==> config.mk <==
export PLATFORM = sky130hd
export DESIGN_NAME = ipv4_dotted_quad_parser_top_flat
export DESIGN_NICKNAME = d
export VERILOG_FILES = /design/src/sv/ipv4p_pkg.sv /design/src/sv/ipv4p_char_if.sv /design/src/sv/ipv4p_result_if.sv /design/src/sv/ipv4p_parse_core.sv /design/src/sv/ipv4_dotted_quad_parser_top.sv /design/src/flat_wrapper.sv
export SDC_FILE = /design/constraint.sdc
export NUM_CORES = 1
export LEC_CHECK = 0
export BUFFER_PORTS_ARGS = -buffer_cell sky130_fd_sc_hd__buf_2
export CAP_MARGIN = 10
export CORE_MARGIN = 2
export CORE_UTILIZATION = 52
export CTS_BUF_LIST = sky130_fd_sc_hd__clkbuf_4
export DETAILED_ROUTE_END_ITERATION = 8
export PLACE_DENSITY_LB_ADDON = 0.1
export SLEW_MARGIN = 10
export SYNTH_ARGS = -nofsm -noshare
export SYNTH_HDL_FRONTEND = slang
export SYNTH_SLANG_ARGS = --single-unit
==> constraint.sdc <==
create_clock -name clk -period 5.2 [get_ports clk]
set_input_delay 1.04 -clock clk [delete_from_list [all_inputs] [get_ports clk]]
set_output_delay 1.04 -clock clk [all_outputs]
set_load 0.1 [all_outputs]
==> src/sv/ipv4p_pkg.sv <==
`timescale 1ns / 1ps
// Shared constants and types for the dotted-decimal IPv4 address parser.
package ipv4p_pkg;

	localparam int unsigned OCTET_COUNT = 4;
	localparam int unsigned INDEX_W     = 2;

	localparam logic [7:0] CHAR_NUL  = 8'h00;
	localparam logic [7:0] CHAR_DOT  = 8'h2E;
	localparam logic [7:0] CHAR_ZERO = 8'h30;
	localparam logic [7:0] CHAR_NINE = 8'h39;

	localparam logic [INDEX_W-1:0] LAST_INDEX = INDEX_W'(OCTET_COUNT - 1);
	localparam logic [11:0]        OCTET_MAX  = 12'd255;
	localparam logic [1:0]         DIGITS_MAX = 2'd3;

	typedef struct packed {
		logic [31:0] address;
		logic        status;
	} result_t;

endpackage

==> src/sv/ipv4p_char_if.sv <==
`timescale 1ns / 1ps
// Character channel: one text byte per transaction.
interface ipv4p_char_if;
	logic       valid;
	logic       ready;
	logic [7:0] text_char;

	modport source (output valid, output text_char, input ready);
	modport sink   (input valid, input text_char, output ready);
endinterface

==> src/sv/ipv4p_result_if.sv <==
`timescale 1ns / 1ps
// Result channel: one parsed address and its status per transaction.
interface ipv4p_result_if;
	logic        valid;
	logic        ready;
	logic [31:0] address;
	logic        status;

	modport source (output valid, output address, output status, input ready);
	modport sink   (input valid, input address, input status, output ready);
endinterface

==> src/sv/ipv4p_parse_core.sv <==
`timescale 1ns / 1ps
// Parser state and per-character update; gives the result for a NUL character.
module ipv4p_parse_core (
	input  logic             clk,
	input  logic             arst_n,
	input  logic             step,
	input  logic [7:0]       ch,
	output logic             is_end,
	output ipv4p_pkg::result_t res
);
	import ipv4p_pkg::*;

	logic [INDEX_W-1:0] octet_index_q, octet_index_d;
	logic [7:0]         acc_q, acc_d;
	logic [1:0]         digit_count_q, digit_count_d;
	logic               leading_zero_q, leading_zero_d;
	logic               error_q, error_d;
	logic [23:0]        upper_q, upper_d;

	logic        is_digit;
	logic        is_dot;
	logic [3:0]  digit;
	logic [11:0] next_val;
	logic        digit_fault;
	logic        bad;
	logic [7:0]  ch_off;

	always_comb begin
		ch_off   = ch - CHAR_ZERO;
		digit    = ch_off[3:0];
		is_digit = (ch >= CHAR_ZERO) && (ch <= CHAR_NINE);
		is_dot   = (ch == CHAR_DOT);
		is_end   = (ch == CHAR_NUL);
		// acc * 10 as two shifted copies.
		next_val = {1'b0, acc_q, 3'b000} + {3'b000, acc_q, 1'b0} + {8'h00, digit};
		digit_fault = (digit_count_q == DIGITS_MAX) ||
			((digit_count_q != 2'd0) && leading_zero_q) || (next_val > OCTET_MAX);
	end

	always_comb begin
		octet_index_d  = octet_index_q;
		acc_d          = acc_q;
		digit_count_d  = digit_count_q;
		leading_zero_d = leading_zero_q;
		error_d        = error_q;
		upper_d        = upper_q;
		if (step) begin
			if (is_end) begin
				octet_index_d  = '0;
				acc_d          = '0;
				digit_count_d  = '0;
				leading_zero_d = 1'b0;
				error_d        = 1'b0;
				upper_d        = '0;
			end else if (!error_q) begin
				if (is_digit) begin
					if (digit_fault) begin
						error_d = 1'b1;
					end else begin
						if ((digit_count_q == 2'd0) && (digit == 4'd0)) begin
							leading_zero_d = 1'b1;
						end
						acc_d         = next_val[7:0];
						digit_count_d = digit_count_q + 2'd1;
					end
				end else if (is_dot) begin
					if ((digit_count_q == 2'd0) || (octet_index_q == LAST_INDEX)) begin
						error_d = 1'b1;
					end else begin
						upper_d        = {upper_q[15:0], acc_q};
						octet_index_d  = octet_index_q + INDEX_W'(1);
						acc_d          = '0;
						digit_count_d  = '0;
						leading_zero_d = 1'b0;
					end
				end else begin
					error_d = 1'b1;
				end
			end
		end
	end

	always_comb begin
		bad         = error_q || (digit_count_q == 2'd0) || (octet_index_q != LAST_INDEX);
		res.status  = bad;
		res.address = bad ? 32'd0 : {upper_q, acc_q};
	end

	always_ff @(posedge clk or negedge arst_n) begin
		if (!arst_n) begin
			octet_index_q  <= '0;
			acc_q          <= '0;
			digit_count_q  <= '0;
			leading_zero_q <= 1'b0;
			error_q        <= 1'b0;
			upper_q        <= '0;
		end else begin
			octet_index_q  <= octet_index_d;
			acc_q          <= acc_d;
			digit_count_q  <= digit_count_d;
			leading_zero_q <= leading_zero_d;
			error_q        <= error_d;
			upper_q        <= upper_d;
		end
	end

	a_end_clears: assert property (@(posedge clk) disable iff (!arst_n)
		(step && is_end) |=> (octet_index_q == '0 && digit_count_q == 2'd0 && !error_q))
		else $error("parser state not cleared after end of address");

	a_error_sticks: assert property (@(posedge clk) disable iff (!arst_n)
		(error_q && !(step && is_end)) |=> error_q)
		else $error("latched error dropped before end of address");

	a_leading_zero_single: assert property (@(posedge clk) disable iff (!arst_n)
		leading_zero_q |-> (digit_count_q == 2'd1 && acc_q == 8'd0))
		else $error("leading zero flag with more than one digit");

	a_empty_octet_zero: assert property (@(posedge clk) disable iff (!arst_n)
		(digit_count_q == 2'd0) |-> (acc_q == 8'd0 && !leading_zero_q))
		else $error("octet value present with no digits");

endmodule

==> src/sv/ipv4_dotted_quad_parser_top.sv <==
`timescale 1ns / 1ps
// Top level of the strict dotted-decimal IPv4 address parser.
// The block takes one text character per transaction and sustains one
// character per cycle. Each character is held in an input register, where the
// parser state is updated; a NUL character also loads the result register,
// which presents the result. Other characters give no result. The text must be
// four decimal octets of one to three digits, each at most 255 with no
// leading zero, joined by three dots; anything else gives status 1 with
// address zero. After every NUL the parser starts over.
// A stalled result output holds back the input only while a NUL character
// waits for the result register to free up.
module ipv4_dotted_quad_parser_top (
	input  logic            clk,
	input  logic            arst_n,
	ipv4p_char_if.sink      text,
	ipv4p_result_if.source  result
);
	import ipv4p_pkg::*;

	logic       valid_s1;
	logic [7:0] char_s1;
	logic       out_valid_q;
	result_t    out_res_q;

	logic    out_free;
	logic    advance;
	logic    is_end;
	result_t res;

	ipv4p_parse_core u_core (
		.clk    (clk),
		.arst_n (arst_n),
		.step   (advance),
		.ch     (char_s1),
		.is_end (is_end),
		.res    (res)
	);

	always_comb begin
		out_free   = !out_valid_q || result.ready;
		// Only a NUL needs room in the result register.
		advance    = valid_s1 && (!is_end || out_free);
		text.ready = !valid_s1 || advance;
	end

	always_ff @(posedge clk or negedge arst_n) begin
		if (!arst_n) begin
			valid_s1 <= 1'b0;
		end else if (text.ready) begin
			valid_s1 <= text.valid;
		end
	end

	always_ff @(posedge clk) begin
		if (text.ready && text.valid) begin
			char_s1 <= text.text_char;
		end
	end

	always_ff @(posedge clk or negedge arst_n) begin
		if (!arst_n) begin
			out_valid_q <= 1'b0;
		end else if (out_free) begin
			out_valid_q <= advance && is_end;
		end
	end

	always_ff @(posedge clk) begin
		if (advance && is_end) begin
			out_res_q <= res;
		end
	end

	assign result.valid   = out_valid_q;
	assign result.address = out_res_q.address;
	assign result.status  = out_res_q.status;

endmodule

==> src/flat_wrapper.sv <==
// flat-port wrapper written by rule: the top's interface ports become plain ports
module ipv4_dotted_quad_parser_top_flat import ipv4p_pkg::*;
  (clk, arst_n, text_valid, text_text_char, text_ready, result_valid, result_address, result_status, result_ready);
  ipv4p_char_if text_i ();
  ipv4p_result_if result_i ();
  input  logic clk;
  input  logic arst_n;
  input wire logic [$bits(text_i.valid)-1:0] text_valid;
  input wire logic [$bits(text_i.text_char)-1:0] text_text_char;
  output wire logic [$bits(text_i.ready)-1:0] text_ready;
  output wire logic [$bits(result_i.valid)-1:0] result_valid;
  output wire logic [$bits(result_i.address)-1:0] result_address;
  output wire logic [$bits(result_i.status)-1:0] result_status;
  input wire logic [$bits(result_i.ready)-1:0] result_ready;
  assign text_i.valid = text_valid;
  assign text_i.text_char = text_text_char;
  assign text_ready = text_i.ready;
  assign result_valid = result_i.valid;
  assign result_address = result_i.address;
  assign result_status = result_i.status;
  assign result_i.ready = result_ready;
  ipv4_dotted_quad_parser_top u_core (.clk(clk), .arst_n(arst_n), .text(text_i), .result(result_i));
endmodule
==> results of run 1 <==
logic make-up (layout without fill, tap and decap cells):
family | Yosys count | after routing
simple gates | 144 | 144
flops | 81 | 81
compound gates | 48 | 48
buf+inv | 28 | 80
fa+ha+maj | 20 | 20
mux | 10 | 10
xor+xnor | 5 | 5
area by class of cell:
type / instances / area [um^2] / share of cell area (%)
Tap cell: 99 / 123.9 / 2.913
Sequential cell: 81 / 2232 / 52.50
Timing Repair Buffer: 50 / 260.3 / 6.121
Clock buffer: 10 / 75.07 / 1.766
Multi-Input combinational cell: 227 / 1448 / 34.05
Clock inverter: 6 / 60.06 / 1.413
Inverter: 14 / 52.55 / 1.236
layout by cell type (no fill, tap or decap), types with 2 or more instances in the layout:
master     n
nor3_1     3
and2_1    31
fa_1       2
nand2_1   72
ha_1      18
buf_4      4
inv_1     14
clkbuf_4  10
xnor2_1    3
clkinv_4   2
o21ai_0   29
nor2_1    13
mux2i_1    9
nand3_1    3
edfxtp_1  41
clkinv_1   2
and3_1     3
nand2b_1   6
a21oi_1    3
buf_2     46
nor4_1     4
nor2b_1    3
dfrtp_1   40
xor2_1     2
state kept, by name, indices dropped and copies added, names as in the netlist:
register / flops
u_core.char_s1: 8
u_core.u_core.acc_q: 8
u_core.u_core.digit_count_q: 2
u_core.result.valid: 1
u_core.u_core.octet_index_q: 2
u_core.u_core.upper_q: 24
u_core.u_core.leading_zero_q: 1
u_core.valid_s1: 1
u_core.u_core.error_q: 1
u_core.result.address: 32
u_core.result.status: 1
power by group:
part / internal (mW) / switching (mW)
Sequential: 0.677 / 0.00558
Clock: 0.150 / 0.216
Combinational: 0.0105 / 0.0205
per-layer routing:
metal,up-vias,share of wire [%],global-route usage (%)
met2,76,48,30.84
met1,1221,44,23.75
met3,16,5.4,3.970
met5,-,0,0
met4,0,2.4,9.362
li1,1257,-,-
worst max-delay path, stage by stage, from the launching register on:
cell,delay [ps]
dfrtp_1,430
inv_1,90
fa_1,590
inv_1,70
ha_1,310
a21o_1,200
a211oi_4,250
nor3_1,70
a311o_1,410
a2111oi_4,730
mux2i_1,270
final timing paths:
check | startpoint | endpoint | cells past startpoint
max | u_core.u_core.acc_q[0] | u_core.u_core.digit_count_q[1] | 10
min | u_core.u_core.leading_zero_q | u_core.u_core.leading_zero_q | 2
max reg2reg | u_core.u_core.acc_q[0] | u_core.u_core.digit_count_q[1] | 10
min reg2reg | u_core.u_core.leading_zero_q | u_core.u_core.leading_zero_q | 2
max in group asynchronous | arst_n | u_core.u_core.error_q | 1
min in group asynchronous | arst_n | u_core.u_core.acc_q[1] | 1
metrics by stage:
stage | instance area (um^2) | setup WS [ps] | util (%) | cells | hold WS [ps]
floorplan | 3780 | 2098 | - | 336 | 450.1
global placement | 4116 | 1909 | 57.68 | 471 | 472.8
detailed placement | 4116 | 1758 | 57.68 | 471 | 480.0
CTS | 4252 | 1693 | 59.57 | 487 | 504.8
global route | 4252 | 1526 | 59.57 | 487 | 528.2
finish | 4252 | 1683 | 59.57 | 487 | 495.6
==> metrics.txt, run 1 <==
htree depth=3; reg2reg setup slack=1680 ps; first-pass GRT wire length=11,070 um; vias in the first global route=2,376; via count=2,570; outcome=finished clean; final setup fails=0; asr flop ratio synth=49.38%; WL final=6912 um; critical-path maximum fanout=7; post-CTS sizing=0; PnR Total Power=1.080 mW; Required @ worst endpoint=5540 ps; Die ar.=7967 um^2; port buffer count=46; CTS Buf Count=9; Setup crit end kind=register; largest family of logic cells by synthesized area=simple AND/OR/NAND/NOR gates; Synth Instances=336; # Post-CTS Setup Buffers=0; FILL cells=659; Max Root-Sink Buffers=2; Synth Area in Compound Gates=8.937%; Die Height=89.26 um; top-count cell post-synth=nand2_1; # IOs=47; type of the tightest min-delay check=register to register; most frequent cells after synthesis=72 x nand2_1, 41 x edfxtp_1, 40 x dfrtp_1, 31 x and2_1, 29 x o21ai_0; Avg WL per Cell=14.19 um; Worst-Skew Late Latency=440 ps; Rows=31; CTS tree=done; register area share after synthesis=59.05%; average size of a mapped cell=11.25 um^2; GRT Residual Overflow=0; max_slew headroom=37.68%; post-synthesis mux area share=2.681%; predominant post-synthesis flop cell=edfxtp_1; Synth Area in Adders=7.018%; nature of the critical path startpoint=register; RSZ-0062 raised after global routing=false; final RePlAce weighted congestion=0.8487; Leakage=1.940 nW; initial antenna violation count=0; setup TNS=0 ps; fmax=284.3 MHz; largest net degree at the start of global routing=52; Synth Area in XOR/XNOR=1.159%; worst endpoint data arrival time=3860 ps; clk root buf=clkbuf_4; Synth area leaders=edfxtp_1 33%, dfrtp_1 26%, nand2_1 7.1%, ha_1 6.0%, and2_1 5.1%; Remaining DRCs=0; Antenna Cells=0; clk sink count=81; Power per Cell Area=254.0 nW/um^2; Post-synth EDFFs=41; die extent in x=89.26 um; clk slew on worst S/H paths=140 ps; vias per inst=5.277; Synth warnings=0; synth unique cells=42; Syn-to-layout area delta=12.48%; Synth top area share=32.57%; Post-CTS Hold Buffers=0; Initial Utilization=52.96%; Final ANT Viol Nets=0; WS Path Type=register to register; Yosys reg bits=81; DRT Pass-1 Iters=5; share of cells above drive strength 1=18.30%; final worst path period need=3517 ps; max_cap viols=0; Layout Nets=415; GR Util All Layers=18.82%; synthesized cell area=3780 um^2; HPWL after DPL=4651 um; Tcrit/Tclk final=67.64%; Core Box Area=7137 um^2; cell type with the highest aggregate area in the netlist=edfxtp_1; Post-Synth Simple-Gate Area=18.37%; DR iter-0 viols=118; IR drop worst, VDD=0.1383 mV; max-slew violations=0; Worst Max-Slew Pin Slew=934.7 ps; Final Hold Fails=0; syn nets=368; clock skew=25.20 ps
Power figures use the tool's default switching activity.
==> inputs of run 2 (changes only) <==
==> constraint.sdc (replaced) <==
create_clock -name clk -period 3.6 [get_ports clk]
set_input_delay 0.72 -clock clk [delete_from_list [all_inputs] [get_ports clk]]
set_output_delay 0.72 -clock clk [all_outputs]
set_load 0.1 [all_outputs]
==> run 2 against run 1 <==
  * Worst hold slack worse by 120 ps
  * First-iteration DRC count is 21% lower
  * Clock skew is 7.5 ps lower
  * Sequential share of layout area hardly changed
  * Highest routed layer unchanged
  * Utilization hardly changed
  * Combinational power is 38% higher
  * Final area hardly changed
  * Register-to-register slack worse by 1500 ps
  * Critical path type unchanged
  * Count of clock-buffer cells in the layout is 1 lower
  * Sequential power is 44% higher
  * Sequential cell count stayed put
  * Final cell count is 0.41% higher
==> metrics.txt, run 2 (synthesis gave the netlist of run 1 again) <==
Avg WL per Cell=13.36 um (-5.9%); CTS tree=done; WS Path Type=register to register; WL final=6531 um (-5.5%); Worst-Skew Late Latency=440 ps (about the same); Crit path top cell by count=fa_1; # IOs=47 (unchanged); Power per Cell Area=356.0 nW/um^2 (+40%); WHS=376.2 ps (-119.4 ps); vias per inst=5.139 (-2.6%); post-placement worst setup slack=271.0 ps (-1487 ps); via count=2,513 (-2.2%); HPWL after DPL=4507 um (-3.1%); vias in the first global route=2,396 (+0.84%); CP Buf/Inv Count=1 (-1); PnR Total Power=1.515 mW (+40%); setup slack after layout=206.3 ps (-1477 ps); fmax=294.7 MHz (+3.6%); final core utilization=59.61% (about the same); max reg flops=32 (unchanged); max incr delay on CP=530 ps (-200 ps); clk slew on worst S/H paths=140 ps (about the same); Final Hold Fails=0 (unchanged); Remaining DRCs=0 (unchanged); initial antenna violation count=0 (unchanged); Setup crit end kind=register; Initial Utilization=52.96% (unchanged); worst endpoint data arrival time=3710 ps (-150 ps); first-pass GRT wire length=11,210 um (+1.2%); commonest non-fill, non-tap cell in the layout=nand2_1; Finished Layout Cells=489 (+0.41%); outcome=finished clean; Layout Nets=417 (+0.48%); Required @ worst endpoint=3920 ps (-1620 ps); most frequent cells in the layout=72 x nand2_1, 46 x buf_2, 41 x edfxtp_1; GR Util All Layers=18.83% (about the same); Worst path depth=9 (-1); Cell Chain, Critical Path=inv_1, fa_1, fa_1, nand2b_1, a211oi_1, nor4_1, a211o_1, o41ai_2, mux2_1; Critical-path top delay cell=fa_1; setup TNS=0 ps (unchanged); nature of the critical path startpoint=register; max_cap viols=0 (unchanged); # Post-CTS Setup Buffers=0 (unchanged); clk sink count=81 (unchanged); port buffer count=46 (unchanged); Syn-to-layout area delta=12.55% (about the same); max_slew headroom=31.10% (-6.6 points); Rows=31 (unchanged); RSZ-0062 raised after global routing=false; post-CTS sizing=0 (unchanged); Die ar.=7967 um^2 (unchanged); CTS Buf Count=9 (unchanged); worst r2r path cells=9 (-1); IR drop worst, VDD=0.1798 mV (+30%); delay-heaviest family, CP=compound AO/OA/AOI/OAI gates; Tcrit/Tclk final=94.27% (+27 points); clock skew=17.74 ps (-7.463 ps); Die Height=89.26 um (unchanged); Post-CTS Hold Buffers=0 (unchanged); type of the tightest min-delay check=primary input to async pin; final RePlAce weighted congestion=0.8753 (+3.1%); Worst Max-Slew Pin Slew=1029 ps (+94.31 ps); clk root buf=clkbuf_4; placed cells=473 (+0.42%); max-slew violations=0 (unchanged); Leakage=1.942 nW (+0.12%); Max Root-Sink Buffers=2 (unchanged); Final ANT Viol Nets=0 (unchanged); largest net degree at the start of global routing=52 (unchanged); Finished Cell Area=4254 um^2 (about the same); share of cells above drive strength 1=19.23% (+0.93 points); Core Box Area=7137 um^2 (unchanged); critical-path maximum fanout=4 (-3); htree depth=3 (unchanged); die extent in x=89.26 um (unchanged); DP Area=4131 um^2 (+0.36%); DR iter-0 viols=93 (-21%); final setup fails=0 (unchanged); final worst path period need=3394 ps (-123.4 ps); Antenna Cells=0 (unchanged); DRT Pass-1 Iters=4 (-1); GRT Residual Overflow=0 (unchanged)
run 2: changes by cell type in the layout (fill, tap and decap cells not counted), sizes merged:
cell	delta
bufinv	-1
clkinv	-1
clkinvlp	+1
inv	+2
clkbuf	-1
buf	+2
run 2: per-layer routing:
metal / wire, um / global-route usage [%] / share of wire (%)
met5: 0 / 0 / 0
met3: 240 / 4.155 / 3.7
met1: 2993 / 24.32 / 46
met2: 3160 / 30.37 / 48
met4: 137 / 8.820 / 2.1
run 2: area by class of cell:
class,count,area [um^2]
clock inverters,7,55.05
flip-flops and latches,81,2232
well taps,99,123.9
clock buffers,9,67.56
multi-input cells,227,1448
inverters,14,52.55
fillers,659,2883
repair buffers,52,275.3
run 2: final timing paths:
| kind | slack (ps) | to | start |
|---|---|---|---|
| min reg2reg | 510 | u_core.u_core.upper_q[21] | u_core.u_core.upper_q[13] |
| min in group clk | 450 | u_core.char_s1[5] | text_text_char[5] |
| max reg2reg | 210 | u_core.u_core.acc_q[4] | u_core.u_core.acc_q[0] |
| min | 380 | u_core.u_core.digit_count_q[1] | arst_n |
| max in group asynchronous | 2640 | u_core.u_core.leading_zero_q | arst_n |
| max | 210 | u_core.u_core.acc_q[4] | u_core.u_core.acc_q[0] |
run 2: where the power goes:
part / switching [mW] / internal (mW) / leakage [nW]
Clock: 0.337 / 0.149 / 0.0682
Sequential: 0.00821 / 0.978 / 1.00
Combinational: 0.0277 / 0.0150 / 0.871
Total: 0.373 / 1.14 / 1.94
